## src/rtl/ddawc_pkg.sv

```systemverilog
// Shared types, constants and saturation helper for the differential drive
// wheel controller. No dependencies; the lane, command unit and top-level files import it.
package ddawc_pkg;

  // Operation codes of an input item.
  localparam logic OP_COMMAND = 1'b0;
  localparam logic OP_MEASURE = 1'b1;

  // Configuration register indexes.
  localparam logic [1:0] REG_BASIS  = 2'd0;
  localparam logic [1:0] REG_RADIUS = 2'd1;

  // Reset values of the configuration registers (unsigned Q0.16).
  localparam logic [15:0] BASIS_RESET  = 16'd4096;
  localparam logic [15:0] RADIUS_RESET = 16'd1835;

  // Gain steps in Q4.12.
  localparam logic signed [16:0] GAIN_STEP_UP    = 17'sd41;
  localparam logic signed [16:0] GAIN_STEP_DOWN  = -17'sd41;
  localparam logic signed [16:0] GAIN_STEP_STILL = 17'sd205;

  // Half-LSB rounding offsets for the two narrowing shifts.
  localparam logic signed [33:0] ROUND_EFFORT = 34'sd2048;
  localparam logic signed [33:0] ROUND_DELTA  = 34'sd32768;

  // Controls from the sequencer to one wheel lane.
  typedef struct packed {
    logic meas_load;
    logic gain_load;
    logic prod_load;
  } lane_ctrl_t;

  // Controls from the sequencer to the command unit.
  typedef struct packed {
    logic prod_load;
    logic target_load;
  } cmd_ctrl_t;

  // Clamp a wide signed value to the 16-bit signed range.
  function automatic logic signed [15:0] sat16(input logic signed [33:0] v);
    logic signed [15:0] r;
    if (v > 34'sd32767) begin
      r = 16'sh7fff;
    end else if (v < -34'sd32768) begin
      r = 16'sh8000;
    end else begin
      r = v[15:0];
    end
    return r;
  endfunction

endpackage

```

## src/rtl/ddawc_lane.sv

```systemverilog
// One wheel lane: measured speed, adaptive gain update and effort product.
// Depends on ddawc_pkg for the control struct, gain steps and saturation.
module ddawc_lane (
  input  logic                  clk,
  input  logic                  rst,
  input  ddawc_pkg::lane_ctrl_t ctrl,
  input  logic signed [15:0]    joint_rate,
  input  logic [15:0]           radius,
  input  logic signed [15:0]    target,
  output logic signed [15:0]    effort
);
  import ddawc_pkg::*;

  logic signed [32:0] meas;
  logic signed [15:0] gain;
  logic signed [15:0] gain_next;
  logic signed [31:0] prod;
  logic signed [32:0] tgt_wide;
  logic signed [16:0] step;
  logic signed [16:0] gain_sum;
  logic signed [33:0] prod_rnd;
  logic signed [33:0] prod_shift;
  logic               above;

  // Measured speed in Q8.24, exact.
  always_ff @(posedge clk) begin
    if (ctrl.meas_load) begin
      meas <= 33'(joint_rate) * 33'($signed({1'b0, radius}));
    end
  end

  // Ratio test by sign: compare target with measured speed in Q8.24.
  always_comb begin
    tgt_wide = $signed({target[15], target, 16'd0});
    above    = meas[32] ? (tgt_wide < meas) : (tgt_wide > meas);
    if (meas != 33'sd0) begin
      step = above ? GAIN_STEP_UP : GAIN_STEP_DOWN;
    end else if (target != 16'sd0) begin
      step = GAIN_STEP_STILL;
    end else begin
      step = 17'sd0;
    end
    gain_sum  = $signed({gain[15], gain}) + step;
    gain_next = sat16($signed({{17{gain_sum[16]}}, gain_sum}));
  end

  // Gain state.
  always_ff @(posedge clk) begin
    if (rst) begin
      gain <= '0;
    end else if (ctrl.gain_load) begin
      gain <= gain_next;
    end
  end

  // Effort product in Q12.20 with the updated gain.
  always_ff @(posedge clk) begin
    if (ctrl.prod_load) begin
      prod <= 32'(target) * 32'(gain);
    end
  end

  // Round to Q8.8 and saturate.
  always_comb begin
    prod_rnd   = $signed({{2{prod[31]}}, prod}) + ROUND_EFFORT;
    prod_shift = prod_rnd >>> 12;
    effort     = sat16(prod_shift);
  end

endmodule

```

## config.mk

```make
export PLATFORM = sky130hd
export DESIGN_NAME = ddawc_lane
export DESIGN_NICKNAME = d
export VERILOG_FILES = /design/src/rtl/ddawc_pkg.sv /design/src/rtl/ddawc_lane.sv
export SDC_FILE = /design/constraint.sdc
export NUM_CORES = 2
export LEC_CHECK = 0
export BUFFER_PORTS_ARGS = -buffer_cell sky130_fd_sc_hd__buf_2
export CORE_MARGIN = 8
export CORE_UTILIZATION = 45
export DETAILED_ROUTE_END_ITERATION = 7
export PLACE_DENSITY = 0.71
export SYNTH_ARGS = -nofsm -noshare
export SYNTH_HDL_FRONTEND = slang
export SYNTH_SLANG_ARGS = --single-unit
```

## constraint.sdc

```tcl
create_clock -name clk -period 15.2 [get_ports clk]
set_input_delay 0.76 -clock clk [delete_from_list [all_inputs] [get_ports clk]]
set_output_delay 0.76 -clock clk [all_outputs]
set_load 0.01 [all_outputs]
```

Word level (Yosys, flattened, before mapping)
Index checks and enable logic that the tools add are counted.
Word-level totals
  input port bits: 53
  output and inout port bits: 16
  word-level logic and storage cells: 23
  register bits after elaboration: 81
Operators by class
  reduce and logical (&&, ||, !) cells: 2
  $add $sub $neg: 2
  multiplexer cells: 8
  $lt $le $gt $ge: 6
  multipliers: 2
Operators by type and width (number)
  $mux W16: 4
  $mux W17: 2
  $add A32 B13 Y33 const B: 1
  $gt A32 B33 Y1: 1
  $lt A32 B33 Y1: 1
  $mul A16 B17 Y33: 1
  $reduce_bool A33 Y1: 1
  $mul A16 B16 Y32: 1
  $gt A21 B16 Y1 const B: 1
  $lt A21 B16 Y1 const B: 1
  $add A16 B17 Y17: 1
  $gt A17 B16 Y1 const B: 1
  $lt A17 B16 Y1 const B: 1
  $reduce_bool A16 Y1: 1
  $mux W8: 1
  $mux W1: 1

Logic depth before layout (Yosys ltp)
  word-level depth: 8
  mapped depth: 24

Worst setup path after synthesis
Ideal clock, no wire load.
  kind: in2reg
  from: input radius[13]
  to: register meas[31] (data pin)
  setup time: 262 ps
  arrival time: 6313 ps
  setup slack: 8625 ps
  cell stages on the path: 23
  cell sequence: clkbuf_1 -> nand2_1 -> fa_1 -> inv_1 -> fa_1 -> inv_1 -> fa_1 -> inv_1 -> fa_1 -> inv_1 -> fa_1 -> inv_1 -> fa_1 -> ha_1 -> buf_2 -> a2111o_1 -> nor3b_1 -> a21boi_1 -> nor2_1 -> a221o_1 -> a211oi_2 -> a21oi_1 -> xor2_1
Between the ends
  longest elaborated chain between the ends: 1
RTL lines
  from (decl): line ddawc_lane.sv:8  | input logic [15:0] radius,
  $mul A16 B17 Y33: line ddawc_lane.sv:28  | meas <= 33'(joint_rate) * 33'($signed({1'b0, radius}));
  to (signal assigned): line ddawc_lane.sv:28
  to (decl): line ddawc_lane.sv:14  | logic signed [32:0] meas;
Every way passes these cells.
A chain may end at the register's enable or synchronous reset.

Worst setup path in the final report
  from: register gain[1]
  to: register prod[30] (data pin)
Between the ends
  longest elaborated chain between the ends: 1
RTL lines
  from (decl): line ddawc_lane.sv:15  | logic signed [15:0] gain;
  from (signal assigned): line ddawc_lane.sv:52  | gain <= gain_next;
  $mul A16 B16 Y32: line ddawc_lane.sv:59  | prod <= 32'(target) * 32'(gain);
  to (signal assigned): line ddawc_lane.sv:59
  to (decl): line ddawc_lane.sv:17  | logic signed [31:0] prod;
Every way passes these cells.

==> out/results.tsv <==
metric	value	unit
CTS tree	done	
initial antenna violation count	0	
period utilization	45.6	%
vias in the first global route	17396	
Post-Synthesis Cell Area	22100	um2
XOR/XNOR Fraction of Synth Area	3.45	%
Final setup viols	0	
minimum clock period	6.94	ns
wire per inst	16.5	um
main combinational cell family by area after synthesis	adder cells	
top-count cell post-synth	inv_1	
grt total ovfl	0	
CTS Root Cell	clkbuf_16	
asr flop ratio synth	0	%
# IOs	69	
adder-cell share of the synthesized area	54.8	%
beginning of the critical path	gain[1]	
Skew-Pair Late Insertion Delay	0.36	ns
Slew Viols, Final	0	
Synth area leaders	fa_1 41%, ha_1 13%, inv_1 9.1%, edfxtp_1 7.3%, and2_1 5.9%	
mux cell area share after synthesis	0.142	%
Routed WL	49.5	mm
Residual DRC	0	
r2r startpoint	gain[1]	
Cells after Synth	2376	
Die Y	237	um
Worst EP required	15.29	ns
maxcap violations	0	
Layout area overhead	5.02	%
CP Class	reg2reg	
fmax	144	MHz
CTS Hold Bufs	0	
hold crit path type	in2reg	
Ys Warns	0	
RSZ-0062 raised after global routing	false	
TNS Setup	0	ns
Via-to-Cell Ratio	5.26	
Synth Area per Inst	9.29	um2
Slew @ Worst Pin	0.983	ns
largest net degree at the start of global routing	34	
leading area contributor after synthesis	fa_1	
Clock Path Buffers	2	
crit path launch type	register	
FF+latch count, synth	70	
CTS Buf Count	9	
Worst-path clk slew	0.07	ns
Synth Area in Compound Gates	6.69	%
post-place setup slack	8.15	ns
simple-gate share of the synthesized area	15.6	%
ANT nets after route	0	
Global Route Usage Sum	18.0	%
Hold Path Origin	rst	
Arr. time, crit path	7.02	ns
Layout Skew	0.0105	ns
register area share after synthesis	8.80	%
post-synth top area share	41.3	%
Die X	237	um
share of cells above drive strength 1	4.71	%
Post-synth top cells	535 x inv_1, 456 x fa_1, 296 x nand2_1, 235 x ha_1, 208 x and2_1	
Initial DRC Count	885	
CTS sink count	70	
Netlist cell types	72	
status	complete, no violations	
relative slew slack	34.2	%
Net Count, Synth	3120	
hold_ws	0.673	ns
buffers added on ports	68	
post-cts sizing count	0	
Final Core Density	47.7	%
# rows	81	
routability cong.	0.882	
H-tree Lvls	3	
drt first pass iters	5	
Post-synth EDFFs	54	
Via Count	15793	
first-pass GRT wire length	83.9	mm
kind of end point of the critical path	register	
core area	48600	um2
placed wire-length estimate	41.3	mm
number of post-CTS setup repair buffers	0	
CP max FO	19	
final hold vios	0	
ys flop type	edfxtp_1	
Starting Density	45.4	%
nets	3118	
die area	56400	um2
PnR worst setup slack	8.26	ns
[critical path: stages (launching register included)]
cell     delay, ns
dfxtp_1       0.88
nand2_1       0.22
inv_1         0.18
fa_1          0.59
fa_1          0.91
inv_1         0.13
fa_1          0.55
inv_1         0.05
fa_1          0.48
fa_1          0.52
fa_1          0.43
ha_1          0.38
a21o_1        0.19
a21oi_1       0.17
o21ai_0       0.11
a21oi_1       0.26
nor2_1        0.07
a21oi_1       0.13
o41ai_1       0.12
o21ai_0       0.17
a21oi_1       0.11
[cell families (layout without fill, tap and decap cells)]
logic type | count (synthesis) | after routing
flops | 70 | 70
buf+inv | 617 | 620
other cells | 0 | 1
mux | 3 | 3
compound gates | 214 | 214
xor+xnor | 87 | 87
fa+ha+maj | 693 | 693
simple gates | 692 | 692
[metrics by stage]
| step | instances | cell area, um2 |
|---|---|---|
| after floorplan | 2376 | 22100 |
| after global routing | 3001 | 23200 |
| after detailed placement | 2985 | 22900 |
| final | 3002 | 23200 |
| after CTS | 3001 | 23200 |
| after global placement | 2985 | 22900 |
[flip-flops by register name, indices dropped and copies added, names as in the netlist]
| signal | count |
|---|---|
| prod | 21 |
| meas | 33 |
| gain | 16 |
[area by class of cell]
class | count | area (um2)
diodes | 1 | 2.50
clock buffers | 9 | 225
clock inverters | 7 | 77.6
fillers | 4564 | 25500
inverters | 535 | 2010
multi-input cells | 1689 | 17800
flip-flops and latches | 70 | 1940
well taps | 622 | 778
repair buffers | 69 | 348
[cells in the final DEF, fill, tap and decap left out, types with 19 or more instances in the layout]
cell type and count:
xor2_1 29, nand2_1 296, nand3_1 21, a21o_1 19, inv_1 535, buf_2 68
a21oi_1 54, nand2b_1 37, nor2_1 59, ha_1 235, fa_1 456, xnor2_1 58
and2_1 208, o21ai_0 47, edfxtp_1 54
[metal layers]
layer | vias up | track usage (%) | share of wire [%]
li1 | 7260 | - | -
met1 | 8069 | 22.9 | 43
met2 | 376 | 31.7 | 51
met3 | 88 | 1.99 | 4.1
met4 | 0 | 5.94 | 2.7
met5 | - | 0 | 0
[final timing paths]
kind,slack [ns],cells past startpoint,endpoint
max,8.26,20,prod[30]
min,0.67,2,gain[15]
max reg2reg,8.26,20,prod[30]
min reg2reg,0.71,3,gain[3]
Power is not shown: default switching activity piles up to over one toggle a cycle in this logic, so the estimate is an artifact.
