## config.mk

```make
export PLATFORM = sky130hd
export DESIGN_NAME = ddawc_cmd
export DESIGN_NICKNAME = d
export VERILOG_FILES = /design/src/rtl/ddawc_pkg.sv /design/src/rtl/ddawc_cmd.sv
export SDC_FILE = /design/constraint.sdc
export NUM_CORES = 1
export LEC_CHECK = 0
export BUFFER_PORTS_ARGS = -buffer_cell sky130_fd_sc_hd__buf_2
export CAP_MARGIN = 25
export CELL_PAD_IN_SITES_DETAIL_PLACEMENT = 1
export CELL_PAD_IN_SITES_GLOBAL_PLACEMENT = 2
export CORE_MARGIN = 2
export CORE_UTILIZATION = 31
export CTS_CLUSTER_SIZE = 24
export DETAILED_ROUTE_END_ITERATION = 10
export PLACE_DENSITY_LB_ADDON = 0.1
export SETUP_SLACK_MARGIN = 0.02
export SYNTH_ARGS = -nofsm -noshare
export SYNTH_HDL_FRONTEND = slang
export SYNTH_SLANG_ARGS = --single-unit
```

## constraint.sdc

```tcl
create_clock -name clk -period 8.5 [get_ports clk]
set_input_delay 1.7 -clock clk [delete_from_list [all_inputs] [get_ports clk]]
set_output_delay 1.7 -clock clk [all_outputs]
set_load 0.1 [all_outputs]
```

## src/rtl/ddawc_pkg.sv

```systemverilog
// Shared types, constants and saturation helper for the differential drive
// wheel controller. No dependencies; the lane, command unit and top-level files import it.
package ddawc_pkg;

  // Operation codes of an input item.
  localparam logic OP_COMMAND = 1'b0;
  localparam logic OP_MEASURE = 1'b1;

  // Configuration register indexes.
  localparam logic [1:0] REG_BASIS  = 2'd0;
  localparam logic [1:0] REG_RADIUS = 2'd1;

  // Reset values of the configuration registers (unsigned Q0.16).
  localparam logic [15:0] BASIS_RESET  = 16'd4096;
  localparam logic [15:0] RADIUS_RESET = 16'd1835;

  // Gain steps in Q4.12.
  localparam logic signed [16:0] GAIN_STEP_UP    = 17'sd41;
  localparam logic signed [16:0] GAIN_STEP_DOWN  = -17'sd41;
  localparam logic signed [16:0] GAIN_STEP_STILL = 17'sd205;

  // Half-LSB rounding offsets for the two narrowing shifts.
  localparam logic signed [33:0] ROUND_EFFORT = 34'sd2048;
  localparam logic signed [33:0] ROUND_DELTA  = 34'sd32768;

  // Controls from the sequencer to one wheel lane.
  typedef struct packed {
    logic meas_load;
    logic gain_load;
    logic prod_load;
  } lane_ctrl_t;

  // Controls from the sequencer to the command unit.
  typedef struct packed {
    logic prod_load;
    logic target_load;
  } cmd_ctrl_t;

  // Clamp a wide signed value to the 16-bit signed range.
  function automatic logic signed [15:0] sat16(input logic signed [33:0] v);
    logic signed [15:0] r;
    if (v > 34'sd32767) begin
      r = 16'sh7fff;
    end else if (v < -34'sd32768) begin
      r = 16'sh8000;
    end else begin
      r = v[15:0];
    end
    return r;
  endfunction

endpackage

```

## src/rtl/ddawc_cmd.sv

```systemverilog
// Command unit: turns forward speed and turn rate into two wheel targets.
// Depends on ddawc_pkg for the control struct, rounding and saturation.
module ddawc_cmd (
  input  logic                 clk,
  input  logic                 rst,
  input  ddawc_pkg::cmd_ctrl_t ctrl,
  input  logic signed [15:0]   linear_speed,
  input  logic signed [15:0]   turn_rate,
  input  logic [15:0]          basis,
  output logic signed [15:0]   left_target,
  output logic signed [15:0]   right_target
);
  import ddawc_pkg::*;

  logic signed [32:0] prod;
  logic signed [15:0] linear;
  logic signed [33:0] prod_rnd;
  logic signed [33:0] delta;
  logic signed [33:0] lin_wide;

  // Turn term in Q8.24 and the forward speed, captured on transfer.
  always_ff @(posedge clk) begin
    if (ctrl.prod_load) begin
      prod   <= 33'(turn_rate) * 33'($signed({1'b0, basis}));
      linear <= linear_speed;
    end
  end

  // Round the turn term to Q8.8.
  always_comb begin
    prod_rnd = $signed({prod[32], prod}) + ROUND_DELTA;
    delta    = prod_rnd >>> 16;
    lin_wide = $signed({{18{linear[15]}}, linear});
  end

  // Target state.
  always_ff @(posedge clk) begin
    if (rst) begin
      left_target  <= '0;
      right_target <= '0;
    end else if (ctrl.target_load) begin
      left_target  <= sat16(lin_wide - delta);
      right_target <= sat16(lin_wide + delta);
    end
  end

endmodule

```

== Word-level counts from Yosys, hierarchy flattened ==
Index checks and enable logic that the tools add are counted.

* $add $sub $neg: 3
* $mul: 1
* $lt $le $gt $ge: 4
* Multiplexer cells: 4

{| class="wikitable"
|+ Operators by type and width
! operator !! count
|-
| 16-bit two-way mux || 4
|-
| 19-bit by 16-bit > comparator with 1-bit output (second input constant) || 2
|-
| 19-bit by 16-bit less-than comparator with 1-bit output (second input constant) || 2
|-
| 33-bit by 17-bit adder with 34-bit output (second input constant) || 1
|-
| 16-bit by 17-bit multiplier with 33-bit output || 1
|-
| 16-bit by 18-bit adder with 19-bit output || 1
|-
| 16-bit by 18-bit subtractor with 19-bit output || 1
|}

* Register bits after elaboration: 81
* Bits of input ports: 52
* Output and inout bits: 32
* Logic and storage cells: 16

== Logic depth before layout (Yosys ltp) ==
* Depth after elaboration: 5
* Gate-level depth with buffers: 23
* Mapped depth without buffers: 22

== Least setup slack after synthesis ==
No wires, ideal clock.

* Path type: input to register
* From: in turn_rate[7]
* To: reg prod[30], data pin
* Library setup time: 0.262 ns
* Data arrival time: 7.283 ns
* Data required time: 8.238 ns
* Setup slack: 0.955 ns
* Stages: 23
* Path buffers: 1
* Cells stage by stage: clkbuf_1 > nand2_1 > fa_1 > inv_1 > fa_1 > inv_1 > fa_1 > inv_1 > fa_1 > fa_1 > inv_1 > fa_1 > inv_1 > ha_1 > and4_1 > a41o_1 > a31oi_1 > o211ai_1 > a22o_1 > a221o_1 > a21oi_1 > o21bai_1 > xor2_1

* Cells in the longest elaborated chain, start to end: 1

{| class="wikitable"
|+ RTL lines
! what !! RTL line !! text
|-
| start: declaration || ddawc_cmd.sv:8 || <nowiki>input logic signed [15:0] turn_rate,</nowiki>
|-
| 16-bit by 17-bit multiplier with 33-bit output || ddawc_cmd.sv:24 || <nowiki>prod <= 33'(turn_rate) * 33'($signed({1'b0, basis}));</nowiki>
|-
| end signal: assignment || ddawc_cmd.sv:24 ||
|-
| end: declaration || ddawc_cmd.sv:15 || <nowiki>logic signed [32:0] prod;</nowiki>
|}

Every way passes these cells.
A chain may end at the register's enable or synchronous reset.

== Worst setup path after layout ==
* From: in basis[8]
* To: reg prod[30], data pin

* Cells in the longest elaborated chain, start to end: 1

{| class="wikitable"
|+ RTL lines
! what !! RTL line !! text
|-
| start: declaration || ddawc_cmd.sv:9 || <nowiki>input logic [15:0] basis,</nowiki>
|-
| 16-bit by 17-bit multiplier with 33-bit output || ddawc_cmd.sv:24 ||
|}

Every way passes these cells.

==> summary.md <==
| Metric | Value |
|---|---|
| Clock sinks | `66` |
| Synth async-reset ratio | `0%` |
| Share of cells above drive strength 1 | `8.38%` |
| Core area | `40800 µm²` |
| Placement row count | `74` |
| Pleak | `0.00692 µW` |
| Fin. Hold Viols | `0` |
| Avg Cell Area, Syn | `8.96 µm²` |
| P_int | `2810 µW` |
| Reg-to-Reg Start | `prod[17]` |
| Setup ws final | `729 ps` |
| NetSw | `3200 µW` |
| Setup CP Type | `in -> reg` |
| CP startpoint kind | `primary input` |
| HP Class | `reg -> reg` |
| Via-to-Cell Ratio | `4.65` |
| HP Start | `right_target[0]` |
| Nature of the critical path endpoint | `flip-flop` |
| Skew final | `5.89 ps` |
| Gate Count Post-Synth | `approximately 1400` |
| CTS clk-pin slew, worst paths | `60 ps` |
| Worst Max-Slew Pin Slew | `999 ps` |
| Setup bufs post-CTS | `0` |
| First-pass GRT wire length | `57.5 mm` |
| WP data arrival | `7860 ps` |
| CTS H-tree lvls | `3` |
| Slowest stage cell, crit path | `fa_1` |
| DP Wirelength | `29.9 mm` |
| Setup TNS | `0 ps` |
| Starting Density | `31.4%` |
| Max frequency | `129 MHz` |
| Antenna violations before repair | `0` |
| Outcome | `completed` |
| DRT antenna net count | `0` |
| Via count | `9356` |
| CP max stage delay | `540 ps` |
| Power share of the sequential group | `11.1%` |
| Inserted Diodes | `0` |
| Synth area leaders | `fa_1 30%, ha_1 15%, inv_1 8.1%, edfxtp_1 8.0%, and2_1 6.0%` |
| Synth warn | `0` |
| Synth Cell Area | `12800 µm²` |
| Grt ovf | `0` |
| Drt pass-1 iters | `4` |
| Power Density | `430 nW/µm²` |
| Final Max Slew Viols | `0` |
| Top cell type's share of synthesized area | `30.4%` |
| Die area | `about 43000 µm²` |
| Tot GR Track Use | `16.8%` |
| GP Congestion | `0.806` |
| Min Tclk post-route | `7770 ps` |
| Clock Tree Root | `clkbuf_16` |
| Final wirelength | `35.6 mm` |
| Post-cts resize count | `0` |
| DP Worst Slack | `257 ps` |
| Setup violators final | `0` |
| Worst-skew pair later-pin latency | `between 300 and 400 ps` |
| Commonest non-fill, non-tap cell in the layout | `inv_1` |
| Number of global-route vias before repair | `10200` |
| CP required | `8590 ps` |
| Crit Path Max Fanout | `16` |
| Fill cells | `4793` |
| Die Y | `207 µm` |
| DRT iter0 DRCs | `249` |
| Unique masters post-synth | `64` |
| R2r worst-path depth | `16` |
| EDFF count, synth | `34` |
| Hold Slack | `approximately 470 ps` |
| CTS tree | `built` |
| Synthesized net count | `1835` |
| Setup slack, reg-to-reg | `3470 ps` |
| Layout Nets | `1879` |
| Clk network pwr share | `6.0%` |
| Critical R2R Capture | `left_target[14]` |
| RSZ-0062 raised after global routing | `false` |
| Final Cycle Share | `roughly nine tenths` |
| Bufs on Longest Clock Path | `2` |
| P&R area growth vs syn | `9.04%` |
| DRC Markers | `0` |
| Most frequent cells in the layout | `278 x inv_1, 195 x fa_1, 157 x ha_1, 156 x nand2_1, 122 x and2_1` |
| Sw Ratio | `between 50 and 60%` |
| Sequence of cells on the critical path | `buf_2, and2_1, fa_1, inv_1, fa_1, fa_1, inv_1, fa_1, fa_1, inv_1, fa_1, inv_1, ha_1, and4_1, and4_1, a31oi_1, o211ai_1, a22o_1, a221o_1, a21oi_1, o21bai_1, xor2_1` |
| WHS Endpoint | `right_target[0]` |
| Die X | `roughly 210 µm` |
| Comb pwr share | `82.9%` |
| Hold path depth | `2` |
| Largest net degree at the start of global routing | `39` |
| TritonCTS Buffers | `9` |
| Most numerous cell on the critical path | `fa_1` |
| CTS Hold Bufs | `0` |
| WL/cell | `17.7 µm` |
| Cell taking the most area after synthesis | `fa_1` |
| Slew HR | `32.9%` |
| Max-cap viol count | `0` |
| Prevailing post-synth register cell | `edfxtp_1` |
| IO Port Bufs | `83` |
| IO Pins | `84` |
| Worst VDD drop | `0.208 mV` |
| Post-synthesis sequential area ratio | `13.0%` |
| Yosys reg bits | `66` |
flip-flops by register name, summed over array words and instances, names as in the netlist:
signal and cells:
right_target 16, linear 16, left_target 16, prod 18
layout make-up:
| cell class | instances | area (µm²) | area share [%] |
|---|---|---|---|
| Multi-Input combinational cell | 1030 | 9870 | 70.6 |
| Sequential cell | 66 | 1660 | 11.9 |
| Inverter | 278 | 1040 | 7.46 |
| Tap cell | 532 | 666 | 4.76 |
| Timing Repair Buffer | 90 | 468 | 3.35 |
| Clock buffer | 9 | 225 | 1.61 |
| Clock inverter | 7 | 48.8 | 0.349 |
logic make-up (layout without fill, tap and decap cells):
family	Yosys count	count (layout)	synth area share, %
xor+xnor	65	65	4.44
flops	66	66	13.0
simple gates	449	449	17.5
mux	1	1	0.0878
buf+inv	335	384	10.1
compound gates	163	163	9.19
fa+ha+maj	352	352	45.8
synth_stat cells, drive strengths merged, types with 17 or more instances:
cell type,n
clkbuf,46
nand2b,25
ha,157
a21o,17
dfxtp,32
a21oi,35
inv,278
fa,195
nand2,156
xnor2,49
o21ai,23
edfxtp,34
and2,122
a211oi,35
nor2,73
power by group through the flow:
stage | sequential [µW] | clock, µW | combinational, µW
after global routing | 682 | 379 | 5710
final | 667 | 358 | 4980
after CTS | 670 | 375 | 5110
after detailed placement | 677 | 0 | 5080
after floorplan | 951 | 0 | 3560
after global placement | 674 | 0 | 5040
metrics by stage:
stage	power, µW	cell area [µm²]	util, %	std cells
6_report	6010	14000	34.2	2012
5_1_grt	6770	14000	34.2	2012
4_1_cts	6160	14000	34.2	2012
3_5_place_dp	5750	13700	33.6	1996
3_3_place_gp	5710	13700	33.6	1996
2_1_floorplan	4520	12800	-	1431
metal layers:
layer | global-route usage (%) | share of wire [%] | up-vias
met3 | 0.908 | 2.1 | 14
li1 | - | - | 4581
met5 | 0 | 0 | -
met4 | 2.46 | 0.67 | 0
met2 | 28.8 | 47 | 112
met1 | 23.9 | 50 | 4649
worst max path at each step:
stage	from	end	slack, ps	cells past startpoint
2_1_floorplan	turn_rate[7]	prod[30]	960	23
3_3_place_gp	basis[6]	prod[30]	450	23
3_5_place_dp	basis[12]	prod[30]	260	21
4_1_cts	basis[12]	prod[30]	640	21
5_1_grt	basis[12]	prod[30]	430	21
6_report	basis[8]	prod[30]	730	22
worst max-delay path, delay by kind of cell:
family	cells	cell delay, ps
and+or+nand+nor	3	660
AOI/OAI and AO/OA	6	1610
adders and majority gates	7	3300
xor gates and xnor gates	1	150
buffers and inverters	5	430
(Power assumes the default switching activity.)
